[config.mk]
export PLATFORM = sky130hd
export DESIGN_NAME = permutation_enumerator_core
export DESIGN_NICKNAME = d
export VERILOG_FILES = /design/src/permen_pkg.sv /design/src/permen_store.sv /design/src/permen_ordfile.sv /design/src/permen_ctrl.sv /design/src/permutation_enumerator_core.sv
export SDC_FILE = /design/constraint.sdc
export NUM_CORES = 1
export LEC_CHECK = 0
export BUFFER_PORTS_ARGS = -buffer_cell sky130_fd_sc_hd__buf_2
export CAP_MARGIN = 5
export CORE_MARGIN = 2
export CORE_UTILIZATION = 57
export CTS_CLUSTER_SIZE = 10
export DETAILED_ROUTE_END_ITERATION = 12
export PLACE_DENSITY = 0.85
export SETUP_SLACK_MARGIN = 0.02
export SLEW_MARGIN = 25
export SYNTH_ARGS = -nofsm -noshare
export SYNTH_HDL_FRONTEND = slang
export SYNTH_SLANG_ARGS = --single-unit
[constraint.sdc]
create_clock -name clock -period 4 [get_ports clock]
set_clock_uncertainty 0.1 [all_clocks]
set_input_delay 0.8 -clock clock [delete_from_list [all_inputs] [get_ports clock]]
set_output_delay 0.8 -clock clock [all_outputs]
set_load 0.01 [all_outputs]
[src/permen_pkg.sv]
// Shared types and constants of the permutation enumerator.
`default_nettype none

package permen_pkg;

   localparam int SYM_W     = 8;
   localparam int SLOT_W    = 3;
   localparam int SIZE_W    = 4;
   localparam int CNT_W     = 3;
   localparam logic [SIZE_W-1:0] SIZE_RESET = 4'd4;

   localparam logic OP_LOAD = 1'b0;
   localparam logic OP_NEXT = 1'b1;

   typedef enum logic [9:0] {
      ST_IDLE  = 10'b0000000001,
      ST_PIVOT = 10'b0000000010,
      ST_EMIT  = 10'b0000000100,
      ST_EMPTY = 10'b0000001000,
      ST_FIND  = 10'b0000010000,
      ST_SWAP1 = 10'b0000100000,
      ST_SWAP2 = 10'b0001000000,
      ST_REVA  = 10'b0010000000,
      ST_REVB  = 10'b0100000000,
      ST_REVC  = 10'b1000000000
   } state_type;

   typedef struct packed {
      logic             we;
      logic [CNT_W-1:0] addr;
      logic [CNT_W-1:0] data;
   } ord_wr_type;

endpackage

`default_nettype wire

[src/permen_store.sv]
// Symbol store with one indexed read and a duplicate detector over the active slots.
`default_nettype none

module permen_store #(
   parameter int MAX_SYMBOLS = 8
) (
   input  wire logic                          clock,
   input  wire logic                          wr_en,
   input  wire logic [permen_pkg::SLOT_W-1:0] wr_slot,
   input  wire logic [permen_pkg::SYM_W-1:0]  wr_symbol,
   input  wire logic [permen_pkg::CNT_W-1:0]  rd_addr,
   output logic      [permen_pkg::SYM_W-1:0]  rd_symbol,
   input  wire logic [permen_pkg::CNT_W-1:0]  n_last,
   output logic                               dup
);

   localparam int LIM = (MAX_SYMBOLS < 8) ? MAX_SYMBOLS : 8;
   localparam int SAW = (MAX_SYMBOLS > 1) ? $clog2(MAX_SYMBOLS) : 1;

   logic [permen_pkg::SYM_W-1:0] sym_ff [MAX_SYMBOLS];
   logic [4:0] slot_ext;
   logic       slot_ok;

   assign slot_ext = 5'(wr_slot);
   assign slot_ok  = slot_ext < 5'(MAX_SYMBOLS);

   always_ff @(posedge clock) begin
      if (wr_en && slot_ok) begin
         sym_ff[SAW'(wr_slot)] <= wr_symbol;
      end
   end

   assign rd_symbol = sym_ff[SAW'(rd_addr)];

   always_comb begin
      dup = 1'b0;
      for (int i = 0; i < LIM; i++) begin
         for (int j = i + 1; j < LIM; j++) begin
            if ((permen_pkg::CNT_W'(j) <= n_last) && (sym_ff[i] == sym_ff[j])) begin
               dup = 1'b1;
            end
         end
      end
   end

endmodule

`default_nettype wire

[src/permen_ordfile.sv]
// Index order register file: one read port, one write port, restart to identity order.
`default_nettype none

module permen_ordfile #(
   parameter int MAX_SYMBOLS = 8
) (
   input  wire logic                         clock,
   input  wire logic                         reset,
   input  wire logic                         restart,
   input  wire permen_pkg::ord_wr_type       wr,
   input  wire logic [permen_pkg::CNT_W-1:0] rd_addr,
   output logic      [permen_pkg::CNT_W-1:0] rd_data
);

   localparam int LIM   = (MAX_SYMBOLS < 8) ? MAX_SYMBOLS : 8;
   localparam int VAL_W = (LIM > 1) ? $clog2(LIM) : 1;

   logic [VAL_W-1:0] ord_ff [LIM];

   always_ff @(posedge clock) begin
      if (reset || restart) begin
         for (int i = 0; i < LIM; i++) begin
            ord_ff[i] <= VAL_W'(i);
         end
      end else if (wr.we) begin
         ord_ff[wr.addr[VAL_W-1:0]] <= wr.data[VAL_W-1:0];
      end
   end

   assign rd_data = permen_pkg::CNT_W'(ord_ff[rd_addr[VAL_W-1:0]]);

endmodule

`default_nettype wire

[src/permen_ctrl.sv]
// Sequencer with the shared comparator, size register and result register.
`default_nettype none

module permen_ctrl #(
   parameter int MAX_SYMBOLS = 8
) (
   input  wire logic                          clock,
   input  wire logic                          reset,
   input  wire logic                          req_valid,
   output logic                               req_stall,
   input  wire logic                          req_op,
   output logic                               load_we,
   input  wire logic                          csr_valid,
   output logic                               csr_ready,
   input  wire logic [permen_pkg::SIZE_W-1:0] csr_data,
   output logic      [permen_pkg::CNT_W-1:0]  n_last,
   input  wire logic                          dup,
   output logic      [permen_pkg::CNT_W-1:0]  rd_addr,
   input  wire logic [permen_pkg::CNT_W-1:0]  rd_val,
   input  wire logic [permen_pkg::SYM_W-1:0]  sym_val,
   output permen_pkg::ord_wr_type             ord_wr,
   output logic                               restart,
   output logic                               rsp_valid,
   input  wire logic                          rsp_stall,
   output logic      [permen_pkg::SYM_W-1:0]  rsp_symbol_out,
   output logic      [permen_pkg::CNT_W-1:0]  rsp_position,
   output logic                               rsp_last,
   output logic                               rsp_final_perm,
   output logic                               rsp_empty_res
);

   localparam int LIM = (MAX_SYMBOLS < 8) ? MAX_SYMBOLS : 8;
   localparam int CW  = permen_pkg::CNT_W;
   localparam int SW  = permen_pkg::SIZE_W;

   permen_pkg::state_type state_ff, state_in;
   logic [SW-1:0] set_size_ff, set_size_in;
   logic          exh_ff, exh_in;
   logic          nopiv_ff, nopiv_in;
   logic [CW-1:0] cnt_ff, cnt_in;
   logic [CW-1:0] hi_ff, hi_in;
   logic [CW-1:0] p_ff, p_in;
   logic [CW-1:0] pv_ff, pv_in;
   logic [CW-1:0] aux_ff, aux_in;
   logic          rsp_valid_ff, rsp_valid_in;
   logic [permen_pkg::SYM_W-1:0] rsp_sym_ff, rsp_sym_in;
   logic [CW-1:0] rsp_pos_ff, rsp_pos_in;
   logic          rsp_last_ff, rsp_last_in;
   logic          rsp_final_ff, rsp_final_in;
   logic          rsp_empty_ff, rsp_empty_in;

   logic [SW-1:0] n_eff, n_eff_m1;
   logic          acc, cfg_we, out_free, lt;
   logic [CW-1:0] cmp_a, cmp_b;
   logic [CW-1:0] cnt_inc, cnt_dec, hi_dec, p_inc;

   always_comb begin
      if (set_size_ff == '0) begin
         n_eff = SW'(1);
      end else if (set_size_ff > SW'(LIM)) begin
         n_eff = SW'(LIM);
      end else begin
         n_eff = set_size_ff;
      end
   end

   assign n_eff_m1 = n_eff - SW'(1);
   assign n_last   = n_eff_m1[CW-1:0];

   assign req_stall = (state_ff != permen_pkg::ST_IDLE);
   assign csr_ready = (state_ff == permen_pkg::ST_IDLE);
   assign acc       = req_valid && !req_stall;
   assign cfg_we    = csr_valid && csr_ready;
   assign out_free  = !rsp_valid_ff || !rsp_stall;

   assign cnt_inc = cnt_ff + CW'(1);
   assign cnt_dec = cnt_ff - CW'(1);
   assign hi_dec  = hi_ff - CW'(1);
   assign p_inc   = p_ff + CW'(1);

   // shared comparator: pivot scan tests a[i] < a[i+1], successor search tests a[p] < a[j]
   assign cmp_a = (state_ff == permen_pkg::ST_FIND) ? pv_ff : rd_val;
   assign cmp_b = (state_ff == permen_pkg::ST_FIND) ? rd_val : aux_ff;
   assign lt    = cmp_a < cmp_b;

   always_comb begin
      state_in     = state_ff;
      set_size_in  = set_size_ff;
      exh_in       = exh_ff;
      nopiv_in     = nopiv_ff;
      cnt_in       = cnt_ff;
      hi_in        = hi_ff;
      p_in         = p_ff;
      pv_in        = pv_ff;
      aux_in       = aux_ff;
      rsp_valid_in = rsp_valid_ff;
      rsp_sym_in   = rsp_sym_ff;
      rsp_pos_in   = rsp_pos_ff;
      rsp_last_in  = rsp_last_ff;
      rsp_final_in = rsp_final_ff;
      rsp_empty_in = rsp_empty_ff;
      rd_addr      = cnt_ff;
      ord_wr       = '0;
      restart      = 1'b0;
      load_we      = 1'b0;

      if (rsp_valid_ff && !rsp_stall) begin
         rsp_valid_in = 1'b0;
      end

      if (cfg_we) begin
         set_size_in = csr_data;
         restart     = 1'b1;
         exh_in      = 1'b0;
      end

      unique case (state_ff)
         permen_pkg::ST_IDLE: begin
            if (acc) begin
               if (req_op == permen_pkg::OP_LOAD) begin
                  load_we = 1'b1;
                  restart = 1'b1;
                  exh_in  = 1'b0;
               end else if (exh_ff || dup) begin
                  state_in = permen_pkg::ST_EMPTY;
               end else begin
                  cnt_in   = n_last;
                  state_in = permen_pkg::ST_PIVOT;
               end
            end
         end
         permen_pkg::ST_EMPTY: begin
            if (out_free) begin
               rsp_valid_in = 1'b1;
               rsp_sym_in   = '0;
               rsp_pos_in   = '0;
               rsp_last_in  = 1'b1;
               rsp_final_in = 1'b0;
               rsp_empty_in = 1'b1;
               state_in     = permen_pkg::ST_IDLE;
            end
         end
         permen_pkg::ST_PIVOT: begin
            if ((cnt_ff != n_last) && lt) begin
               p_in     = cnt_ff;
               pv_in    = rd_val;
               nopiv_in = 1'b0;
               cnt_in   = '0;
               state_in = permen_pkg::ST_EMIT;
            end else begin
               aux_in = rd_val;
               if (cnt_ff == '0) begin
                  nopiv_in = 1'b1;
                  state_in = permen_pkg::ST_EMIT;
               end else begin
                  cnt_in = cnt_dec;
               end
            end
         end
         permen_pkg::ST_EMIT: begin
            if (out_free) begin
               rsp_valid_in = 1'b1;
               rsp_sym_in   = sym_val;
               rsp_pos_in   = cnt_ff;
               rsp_last_in  = (cnt_ff == n_last);
               rsp_final_in = nopiv_ff;
               rsp_empty_in = 1'b0;
               if (cnt_ff == n_last) begin
                  if (nopiv_ff) begin
                     exh_in   = 1'b1;
                     state_in = permen_pkg::ST_IDLE;
                  end else begin
                     cnt_in   = n_last;
                     state_in = permen_pkg::ST_FIND;
                  end
               end else begin
                  cnt_in = cnt_inc;
               end
            end
         end
         permen_pkg::ST_FIND: begin
            if (lt) begin
               aux_in   = rd_val;
               hi_in    = cnt_ff;
               state_in = permen_pkg::ST_SWAP1;
            end else begin
               cnt_in = cnt_dec;
            end
         end
         permen_pkg::ST_SWAP1: begin
            ord_wr.we   = 1'b1;
            ord_wr.addr = p_ff;
            ord_wr.data = aux_ff;
            state_in    = permen_pkg::ST_SWAP2;
         end
         permen_pkg::ST_SWAP2: begin
            ord_wr.we   = 1'b1;
            ord_wr.addr = hi_ff;
            ord_wr.data = pv_ff;
            cnt_in      = p_inc;
            hi_in       = n_last;
            state_in    = (p_inc < n_last) ? permen_pkg::ST_REVA : permen_pkg::ST_IDLE;
         end
         permen_pkg::ST_REVA: begin
            aux_in   = rd_val;
            state_in = permen_pkg::ST_REVB;
         end
         permen_pkg::ST_REVB: begin
            rd_addr     = hi_ff;
            ord_wr.we   = 1'b1;
            ord_wr.addr = cnt_ff;
            ord_wr.data = rd_val;
            state_in    = permen_pkg::ST_REVC;
         end
         permen_pkg::ST_REVC: begin
            ord_wr.we   = 1'b1;
            ord_wr.addr = hi_ff;
            ord_wr.data = aux_ff;
            cnt_in      = cnt_inc;
            hi_in       = hi_dec;
            state_in    = (cnt_inc < hi_dec) ? permen_pkg::ST_REVA : permen_pkg::ST_IDLE;
         end
         default: begin
            state_in = permen_pkg::ST_IDLE;
         end
      endcase
   end

   always_ff @(posedge clock) begin
      if (reset) begin
         state_ff     <= permen_pkg::ST_IDLE;
         set_size_ff  <= permen_pkg::SIZE_RESET;
         exh_ff       <= 1'b0;
         rsp_valid_ff <= 1'b0;
      end else begin
         state_ff     <= state_in;
         set_size_ff  <= set_size_in;
         exh_ff       <= exh_in;
         rsp_valid_ff <= rsp_valid_in;
      end
   end

   always_ff @(posedge clock) begin
      nopiv_ff     <= nopiv_in;
      cnt_ff       <= cnt_in;
      hi_ff        <= hi_in;
      p_ff         <= p_in;
      pv_ff        <= pv_in;
      aux_ff       <= aux_in;
      rsp_sym_ff   <= rsp_sym_in;
      rsp_pos_ff   <= rsp_pos_in;
      rsp_last_ff  <= rsp_last_in;
      rsp_final_ff <= rsp_final_in;
      rsp_empty_ff <= rsp_empty_in;
   end

   assign rsp_valid      = rsp_valid_ff;
   assign rsp_symbol_out = rsp_sym_ff;
   assign rsp_position   = rsp_pos_ff;
   assign rsp_last       = rsp_last_ff;
   assign rsp_final_perm = rsp_final_ff;
   assign rsp_empty_res  = rsp_empty_ff;

`ifndef NO_ASSERTIONS
   a_empty_shape: assert property (@(posedge clock) disable iff (reset)
      rsp_valid_ff && rsp_empty_ff |-> rsp_last_ff && !rsp_final_ff && (rsp_pos_ff == '0))
      else $error("empty item malformed");

   a_next_leaves_idle: assert property (@(posedge clock) disable iff (reset)
      acc && (req_op == permen_pkg::OP_NEXT) |=> state_ff != permen_pkg::ST_IDLE)
      else $error("next request did not start the sequencer");

   a_ord_write_states: assert property (@(posedge clock) disable iff (reset)
      ord_wr.we |-> (state_ff == permen_pkg::ST_SWAP1) || (state_ff == permen_pkg::ST_SWAP2)
                    || (state_ff == permen_pkg::ST_REVB) || (state_ff == permen_pkg::ST_REVC))
      else $error("index order written outside the advance");

   a_emit_in_range: assert property (@(posedge clock) disable iff (reset)
      state_ff == permen_pkg::ST_EMIT |-> cnt_ff <= n_last)
      else $error("emit position beyond set size");

   a_last_ends_perm: assert property (@(posedge clock) disable iff (reset)
      state_ff == permen_pkg::ST_EMIT && out_free && (cnt_ff == n_last)
      |=> rsp_valid_ff && rsp_last_ff && (state_ff != permen_pkg::ST_EMIT))
      else $error("last item did not close the permutation");
`endif

endmodule

`default_nettype wire

[src/permutation_enumerator_core.sv]
// Top level of the lexicographic permutation enumerator.
//
//   channel  dir  ports                                         handshake
//   req      in   req_op, req_slot, req_symbol                  req_valid & !req_stall
//   rsp      out  rsp_symbol_out, rsp_position, rsp_last,       rsp_valid & !rsp_stall
//                 rsp_final_perm, rsp_empty_res
//   csr      in   csr_data (set size)                           csr_valid & csr_ready
//
// A load is taken in the idle state. A next request with n active symbols runs the
// pivot scan, emission of the n items, the successor search, the swap in SWAP1 and
// SWAP2 and the reversal in REVA, REVB and REVC per pair, one step at a time as set
// by the single read port of the index order file and the one shared comparator;
// the final permutation skips search, swap, reversal; ST_EMPTY sends an empty item.
// Reset is synchronous: index order back to identity, set size 4, no clearing pass.
// A stalled result holds the sequencer in emission or in the empty state; requests
// and size writes are still taken while the last result item waits.
`default_nettype none

module permutation_enumerator_core #(
   parameter int MAX_SYMBOLS = 8
) (
   input  wire logic                          clock,
   input  wire logic                          reset,
   input  wire logic                          req_valid,
   output logic                               req_stall,
   input  wire logic                          req_op,
   input  wire logic [permen_pkg::SLOT_W-1:0] req_slot,
   input  wire logic [permen_pkg::SYM_W-1:0]  req_symbol,
   output logic                               rsp_valid,
   input  wire logic                          rsp_stall,
   output logic      [permen_pkg::SYM_W-1:0]  rsp_symbol_out,
   output logic      [permen_pkg::CNT_W-1:0]  rsp_position,
   output logic                               rsp_last,
   output logic                               rsp_final_perm,
   output logic                               rsp_empty_res,
   input  wire logic                          csr_valid,
   output logic                               csr_ready,
   input  wire logic [permen_pkg::SIZE_W-1:0] csr_data
);

   logic                           load_we;
   logic                           dup;
   logic                           restart;
   logic [permen_pkg::CNT_W-1:0]   n_last;
   logic [permen_pkg::CNT_W-1:0]   rd_addr;
   logic [permen_pkg::CNT_W-1:0]   rd_val;
   logic [permen_pkg::SYM_W-1:0]   sym_val;
   permen_pkg::ord_wr_type         ord_wr;

   permen_store #(.MAX_SYMBOLS(MAX_SYMBOLS)) u_store (
      .clock     (clock),
      .wr_en     (load_we),
      .wr_slot   (req_slot),
      .wr_symbol (req_symbol),
      .rd_addr   (rd_val),
      .rd_symbol (sym_val),
      .n_last    (n_last),
      .dup       (dup)
   );

   permen_ordfile #(.MAX_SYMBOLS(MAX_SYMBOLS)) u_ordfile (
      .clock   (clock),
      .reset   (reset),
      .restart (restart),
      .wr      (ord_wr),
      .rd_addr (rd_addr),
      .rd_data (rd_val)
   );

   permen_ctrl #(.MAX_SYMBOLS(MAX_SYMBOLS)) u_ctrl (
      .clock          (clock),
      .reset          (reset),
      .req_valid      (req_valid),
      .req_stall      (req_stall),
      .req_op         (req_op),
      .load_we        (load_we),
      .csr_valid      (csr_valid),
      .csr_ready      (csr_ready),
      .csr_data       (csr_data),
      .n_last         (n_last),
      .dup            (dup),
      .rd_addr        (rd_addr),
      .rd_val         (rd_val),
      .sym_val        (sym_val),
      .ord_wr         (ord_wr),
      .restart        (restart),
      .rsp_valid      (rsp_valid),
      .rsp_stall      (rsp_stall),
      .rsp_symbol_out (rsp_symbol_out),
      .rsp_position   (rsp_position),
      .rsp_last       (rsp_last),
      .rsp_final_perm (rsp_final_perm),
      .rsp_empty_res  (rsp_empty_res)
   );

endmodule

`default_nettype wire

After elaboration in Yosys (flattened, before gate mapping)
Memories as Yosys holds them, arrays and structs flattened. Cells that the tools add are included.

Output and inout bits: 17. Memories: 2. Register bits after elaboration: 46. Input bits: 21. Memory bits (writable): 88. Logic and storage cells: 245.

Memory list: u_store.sym_ff (depth 8, width 8, rd ports 9, clocked after Yosys merged registers in 0, wr ports 1, RTL line permen_store.sv:20) `logic [permen_pkg::SYM_W-1:0] sym_ff [MAX_SYMBOLS];`; u_ordfile.ord_ff (depth 8, width 3, rd ports 1, clocked after Yosys merged registers in 0, wr ports 8, RTL line permen_ordfile.sv:18) `logic [VAL_W-1:0] ord_ff [LIM];`.

$lt $le $gt $ge: 12. Reduce and logical (&&, ||, !) cells: 55. Add/sub/neg operators: 5. Eq/ne operators: 53. Muxes and demuxes: 103.

Operators with widths (number): $eq 8x8->1 (28); $pmux 10 s10 (1); $mux 10 (8); $mux 3 (21); $mux 1 (57); $logic_and 1x1->1 (33); $mux 8 (4); $pmux 7 s4 (1); $pmux 3 s3 (2); $pmux 3 s6 (1); $pmux 8 s2 (1); $le 3x3->1 const A (4); $eq 10x1->1 const B (1); $eq 10x10->1 const B (1); $eq 10x2->1 const B (1); $eq 10x3->1 const B (1); $eq 10x4->1 const B (1); $eq 10x5->1 const B (1); $eq 10x6->1 const B (1); $eq 10x7->1 const B (1); $eq 10x8->1 const B (1); $eq 10x9->1 const B (1); $ne 10x1->1 const B (1); $ne 2x2->1 const B (5); other kinds (30) (51).

Longest topological paths before layout
Depth in word-level cells: 39. Gate-level depth with buffers: 20. Depth with buffers taken out: 16.

Hierarchy
From an unflattened synthesis, not the netlist that was laid out.

Cell total of the unflattened synthesis: 881. Area total of the unflattened synthesis: 9475.3 um^2.

Modules (own cells, without submodules): permen_store (sequential area each 1921.8 um^2, area an instance 5401.4 um^2, instances 1, cells an instance 491); permen_ctrl (sequential area each 1221.2 um^2, area an instance 2871.5 um^2, instances 1, cells an instance 310); permen_ordfile (sequential area each 720.7 um^2, area an instance 1202.4 um^2, instances 1, cells an instance 80).

Least setup slack after synthesis
OpenSTA, ideal clock, no wires.

Path kind: register to register. Start: register u_ctrl.state_ff[1]. End: register u_ctrl.cnt_ff[0], enable pin. Library setup time: 327 ps. Cell stages (with the launch flop): 17. Buffers on the path: 2. Period minus slack after synthesis: 4335 ps. Required time: 3573 ps. Setup slack: -335 ps. Data arrival time: 3907 ps. Path through: dfxtp_1 -> buf_2 -> nor4_4 -> and4_1 -> buf_6 -> mux2i_1 -> mux4_2 -> mux2i_4 -> nor2_1 -> a21oi_1 -> ha_1 -> a21o_1 -> a311oi_2 -> inv_2 -> nand3_1 -> o2111ai_1 -> a21oi_1.

Cells in the longest elaborated chain, start to end: 8. Elaborated cells on any way between the ends: 25.

Ends and longest elaborated chain: start: declaration (RTL line permen_ctrl.sv:36) `permen_pkg::state_type state_ff, state_in;`; start signal: assignment (RTL line permen_ctrl.sv:231) `state_ff <= permen_pkg::ST_IDLE;`; start signal: assignment (RTL line permen_ctrl.sv:236) `state_ff <= state_in;`; $eq 10x9->1 (RTL line permen_ctrl.sv:117) `unique case (state_ff)`; $mux 3 (RTL line permen_ctrl.sv:117); $mem_v2 8x3; $mux 3 (on tied branches) (RTL line permen_ctrl.sv:82, permen_ctrl.sv:83); $lt 3x3->1 (RTL line permen_ctrl.sv:84) `assign lt = cmp_a < cmp_b;`; $logic_and 1x1->1 (RTL line permen_ctrl.sv:144) `if ((cnt_ff != n_last) && lt) begin`; $ne 3x2->1 (no line); $reduce_and 8->1 (no line) (*); end signal: assignment (RTL line permen_ctrl.sv:245) `cnt_ff <= cnt_in;`; end: declaration (RTL line permen_ctrl.sv:40) `logic [CW-1:0] cnt_ff, cnt_in;`.

Mark *: on every way between the ends. The rest lies on a longest branch, timed or not. A chain may end at the register's enable or synchronous reset.

Worst setup path in the final report
Start: register u_ctrl.state_ff[7]. End: register u_ctrl.state_ff[4].

Cells in the longest elaborated chain, start to end: 8. Elaborated cells on any way between the ends: 29.

Ends and longest elaborated chain (RTL line): $eq 10x9->1 (permen_ctrl.sv:117); $mux 3 (permen_ctrl.sv:117); $mem_v2 8x3; $mux 3 (on tied branches) (permen_ctrl.sv:82, permen_ctrl.sv:83); $lt 3x3->1 (permen_ctrl.sv:84); $logic_and 1x1->1 (permen_ctrl.sv:144); $mux 10 / $ne 3x1->1 (equally long branches); $pmux 10 s10 / $reduce_and 7->1 (equally long branches).

Parallel ways exist; a longest one is shown, timed or not.

==> summary.json <==
{
  "run_status": {"value": "complete, but fails checks"},
  "failing_checks": {"value": "negative setup slack"},
  "detail_route.first_pass.iterations": {"value": 6},
  "final_hold_viol_count": {"value": 0},
  "first_global_vias": {"value": 7424},
  "synth_enable_flop_cells": {"value": 118},
  "setup_viol": {"value": 5},
  "gp_routability_congestion": {"value": 0.994},
  "power.combinational.fraction": {"value": 40.5, "unit": "%"},
  "total_switching_power": {"value": 0.00210, "unit": "W"},
  "synth.avg_cell_area": {"value": 10.2, "unit": "sq um"},
  "layout-drive-gt1-share": {"value": 15.8, "unit": "%"},
  "final_nets": {"value": 954},
  "power.ir.vdd_worst": {"value": 0.392, "unit": "mV"},
  "antenna_found_initial": {"value": 0},
  "clock_power_share": {"value": 27.3, "unit": "%"},
  "sw_frac_of_total": {"value": 36.3, "unit": "%"},
  "clock_insertion_delay_worst_skew": {"value": 0.43, "unit": "ns"},
  "cts-htree-levels": {"value": 4},
  "fmax": {"value": 247, "unit": "MHz"},
  "drtIter0Drc": {"value": 1090},
  "ioPinCount": {"value": 38},
  "dp_hpwl": {"value": 18100, "unit": "um"},
  "via_count": {"value": 7635},
  "fin_crit_sh": {"value": 101, "unit": "%"},
  "yosysSeqAreaShare": {"value": 41.9, "unit": "%"},
  "rsz0062_at_grt": {"value": "yes"},
  "antenna_violating_nets_post_route": {"value": 0},
  "number_of_pins_with_negative_max_slew_slack_in_the_final_report": {"value": 0},
  "postSynthCellCount": {"value": 903},
  "die_ar": {"value": 17200, "unit": "sq um"},
  "synth_nets": {"value": 937},
  "worst_ep_required_time": {"value": 4.25, "unit": "ns"},
  "synth_cell_type_count": {"value": 69},
  "clkSlewWorstSetupHoldPaths": {"value": 0.06, "unit": "ns"},
  "numCtsBuffers": {"value": 17},
  "yosys-top-cells-count": {"value": "131 x sky130_fd_sc_hd__xnor2_1, 118 x sky130_fd_sc_hd__edfxtp_1, 103 x sky130_fd_sc_hd__xor2_1"},
  "postSynth.asyncResetShare": {"value": 0, "unit": "%"},
  "grt-ovfl-total": {"value": 0},
  "total_leakage_power": {"value": 3.71, "unit": "nW"},
  "tightest_slew": {"value": 0.962, "unit": "ns"},
  "floorplan_core_area": {"value": 15800, "unit": "sq um"},
  "floorplan.rows": {"value": 46},
  "cts-hold-fix-buffers": {"value": 0},
  "synthMostInstantiatedCell": {"value": "sky130_fd_sc_hd__xnor2_1"},
  "clockRootBuffer": {"value": "sky130_fd_sc_hd__clkbuf_16"},
  "timing_worst_setup_path_type": {"value": "flop to flop"},
  "die_h": {"value": 131, "unit": "um"},
  "placement.cell_area": {"value": 9700, "unit": "sq um"},
  "hold_path.class": {"value": "flop to flop"},
  "cts_tree": {"value": "yes"},
  "synth-seq-cells": {"value": 134},
  "critical_path_peak_fanout": {"value": 3},
  "post_synth_main_area_contributors": {"value": "sky130_fd_sc_hd__edfxtp_1 38%, sky130_fd_sc_hd__xnor2_1 12%, sky130_fd_sc_hd__xor2_1 9.8%, sky130_fd_sc_hd__mux2i_1 6.1%, sky130_fd_sc_hd__dfxtp_1 3.5%"},
  "power.share.sequential": {"value": 32.2, "unit": "%"},
  "num_antenna_cells": {"value": 0},
  "tritoncts_num_sinks": {"value": 134},
  "die_width": {"value": 131, "unit": "um"},
  "grt_start_max_net_pins": {"value": 35},
  "layout_min_cycle_time": {"value": 4.04, "unit": "ns"},
  "worst_ep_arrival_time": {"value": 4.30, "unit": "ns"},
  "grt_pass1_wl": {"value": 41300, "unit": "um"},
  "detail_route.wirelength": {"value": 26800, "unit": "um"},
  "place.port_buffers": {"value": 37},
  "max-cap-violations": {"value": 0},
  "synthToLayoutAreaGrowth": {"value": 12.6, "unit": "%"},
  "groute.usage.overall": {"value": 31.1, "unit": "%"},
  "start_util": {"value": 58.3, "unit": "%"},
  "cts-root-to-sink-buffers": {"value": 2},
  "number_of_vias_per_cell_after_detailed_routing": {"value": 6.65},
  "setup_ws": {"value": -0.0418, "unit": "ns"},
  "timing.reg2reg.setup_slack": {"value": -0.04, "unit": "ns"},
  "synth_top_flop_cell": {"value": "sky130_fd_sc_hd__edfxtp_1"},
  "final_power": {"value": 0.00578, "unit": "W"},
  "ys.warnings.count": {"value": 0},
  "p_per_area": {"value": 557, "unit": "nW/um^2"},
  "synth_area": {"value": 9220, "unit": "sq um"},
  "design_area": {"value": 10400, "unit": "sq um"},
  "worst_setup_path_start_kind": {"value": "flop"},
  "detail_route.drc_violations": {"value": 0},
  "cellInternalPower": {"value": 0.00368, "unit": "W"},
  "synth_top_cell_area_share": {"value": 38.4, "unit": "%"},
  "endpoint_kind": {"value": "flop"},
  "wl_per_cell": {"value": 23.4, "unit": "um"},
  "synthDominantAreaCellType": {"value": "sky130_fd_sc_hd__edfxtp_1"},
  "slew-limit-headroom": {"value": 35.7, "unit": "%"}
}
sequential cells by signal (all words and copies together), names as in the netlist:
signal and count:
u_ctrl.nopiv_ff 1, u_ctrl.rsp_valid 1, u_ctrl.state_ff 10, u_ctrl.rsp_final_perm 1, u_ctrl.hi_ff 3, u_ctrl.rsp_empty_res 1
u_store.sym_ff 64, u_ctrl.rsp_position 3, u_ctrl.cnt_ff 3, u_ctrl.exh_ff 1, u_ctrl.set_size_ff 4, u_ctrl.rsp_last 1
u_ordfile.ord_ff 24, u_ctrl.p_ff 3, u_ctrl.rsp_symbol_out 8, u_ctrl.aux_ff 3, u_ctrl.pv_ff 3
repair_timing:
| action | 4_1_cts | 5_1_grt |
|---|---|---|
| setup buffers | 4 | 4 |
| setup endpoints to repair | 24 | 21 |
| pin swaps | 7 | 7 |
| gates cloned | 0 | 0 |
| resized for setup | 5 | 6 |
final timing paths:
kind | startpoint | depth (start not counted) | to
hold / removal | u_ctrl.exh_ff$_SDFF_PP0_ | 2 | u_ctrl.exh_ff$_SDFF_PP0_
hold reg to reg | u_ctrl.exh_ff$_SDFF_PP0_ | 2 | u_ctrl.exh_ff$_SDFF_PP0_
setup reg to reg | u_ctrl.state_ff[7]$_SDFFE_PP0P_ | 15 | u_ctrl.state_ff[4]$_SDFFE_PP0P_
setup / recovery | u_ctrl.state_ff[7]$_SDFFE_PP0P_ | 15 | u_ctrl.state_ff[4]$_SDFFE_PP0P_
routing by layer:
layer | track usage (%) | vias to the layer above | routed length (um) | part of all wire [%]
li1 | - | 3226 | - | -
met1 | 41.5 | 3606 | 9990 | 37
met4 | 18.4 | 0 | 1530 | 5.7
met3 | 7.41 | 183 | 3570 | 13
met5 | 0 | - | 0 | 0
met2 | 46.3 | 620 | 11800 | 44
metrics by stage:
stage,hold WS [ns],instances,setup slack (ns),TNS [ns],utilization [%]
2_1_floorplan,0.345,903,-0.132,-0.666,-
3_3_place_gp,0.371,1109,-0.0447,-0.142,61.3
3_5_place_dp,0.392,1109,-0.140,-1.35,61.3
4_1_cts,0.402,1144,0.0223,0,65.3
5_1_grt,0.410,1148,-0.186,-1.91,65.6
6_report,0.400,1148,-0.0418,-0.189,65.6
final cells by class:
type / instances / area (sq um)
Clock inverter: 12 / 154
Fill cell: 1114 / 5440
Inverter: 19 / 71.3
Tap cell: 216 / 270
Multi-Input combinational cell: 669 / 5080
Timing Repair Buffer: 79 / 504
Sequential cell: 134 / 3870
Clock buffer: 19 / 433
layout by cell type, fill, tap and decap left out, types with 17 or more instances in the layout:
cell,Yosys,layout
sky130_fd_sc_hd__a21oi_1,27,26
sky130_fd_sc_hd__buf_2,3,37
sky130_fd_sc_hd__buf_4,0,41
sky130_fd_sc_hd__clkbuf_16,0,17
sky130_fd_sc_hd__edfxtp_1,118,118
sky130_fd_sc_hd__mux2i_1,56,53
sky130_fd_sc_hd__nand2_1,67,67
sky130_fd_sc_hd__nand3_1,21,19
sky130_fd_sc_hd__nand4_1,36,36
sky130_fd_sc_hd__nor2_1,61,58
sky130_fd_sc_hd__nor4_1,27,26
sky130_fd_sc_hd__xnor2_1,131,131
sky130_fd_sc_hd__xor2_1,103,103
critical path, stage by stage, from the launching register on:
cell and delay (ns):
sky130_fd_sc_hd__dfxtp_2 0.33, sky130_fd_sc_hd__nor4_4 0.31, sky130_fd_sc_hd__and4_4 0.33, sky130_fd_sc_hd__mux2i_4 0.31
sky130_fd_sc_hd__mux4_2 0.56, sky130_fd_sc_hd__mux2i_4 0.18, sky130_fd_sc_hd__nor2_1 0.06, sky130_fd_sc_hd__a21oi_1 0.15
sky130_fd_sc_hd__ha_1 0.27, sky130_fd_sc_hd__a21o_1 0.25, sky130_fd_sc_hd__nor2_2 0.12, sky130_fd_sc_hd__a211o_1 0.19
sky130_fd_sc_hd__and4_4 0.24, sky130_fd_sc_hd__o31ai_1 0.11, sky130_fd_sc_hd__or3_1 0.32, sky130_fd_sc_hd__a21oi_1 0.15
power groups by stage:
| stage | Sequential, W | Clock, W | Combinational [W] |
|---|---|---|---|
| after detailed placement | 0.00188 | 0 | 0.00215 |
| after global placement | 0.00187 | 0 | 0.00212 |
| after global routing | 0.00187 | 0.00164 | 0.00250 |
| final | 0.00186 | 0.00158 | 0.00234 |
| after CTS | 0.00185 | 0.00158 | 0.00222 |
| after floorplan | 0.00179 | 0 | 0.00169 |
logic make-up after synthesis:
family | count (synthesis) | synth area share [%]
adders and majority gates | 13 | 1.76
muxes | 65 | 8.06
xor gates and xnor gates | 234 | 22.2
DFF | 134 | 41.9
and+or+nand+nor | 265 | 14.5
AOI/OAI and AO/OA | 92 | 7.15
buffers and inverters | 100 | 4.39
Power figures use the tool's default switching activity.
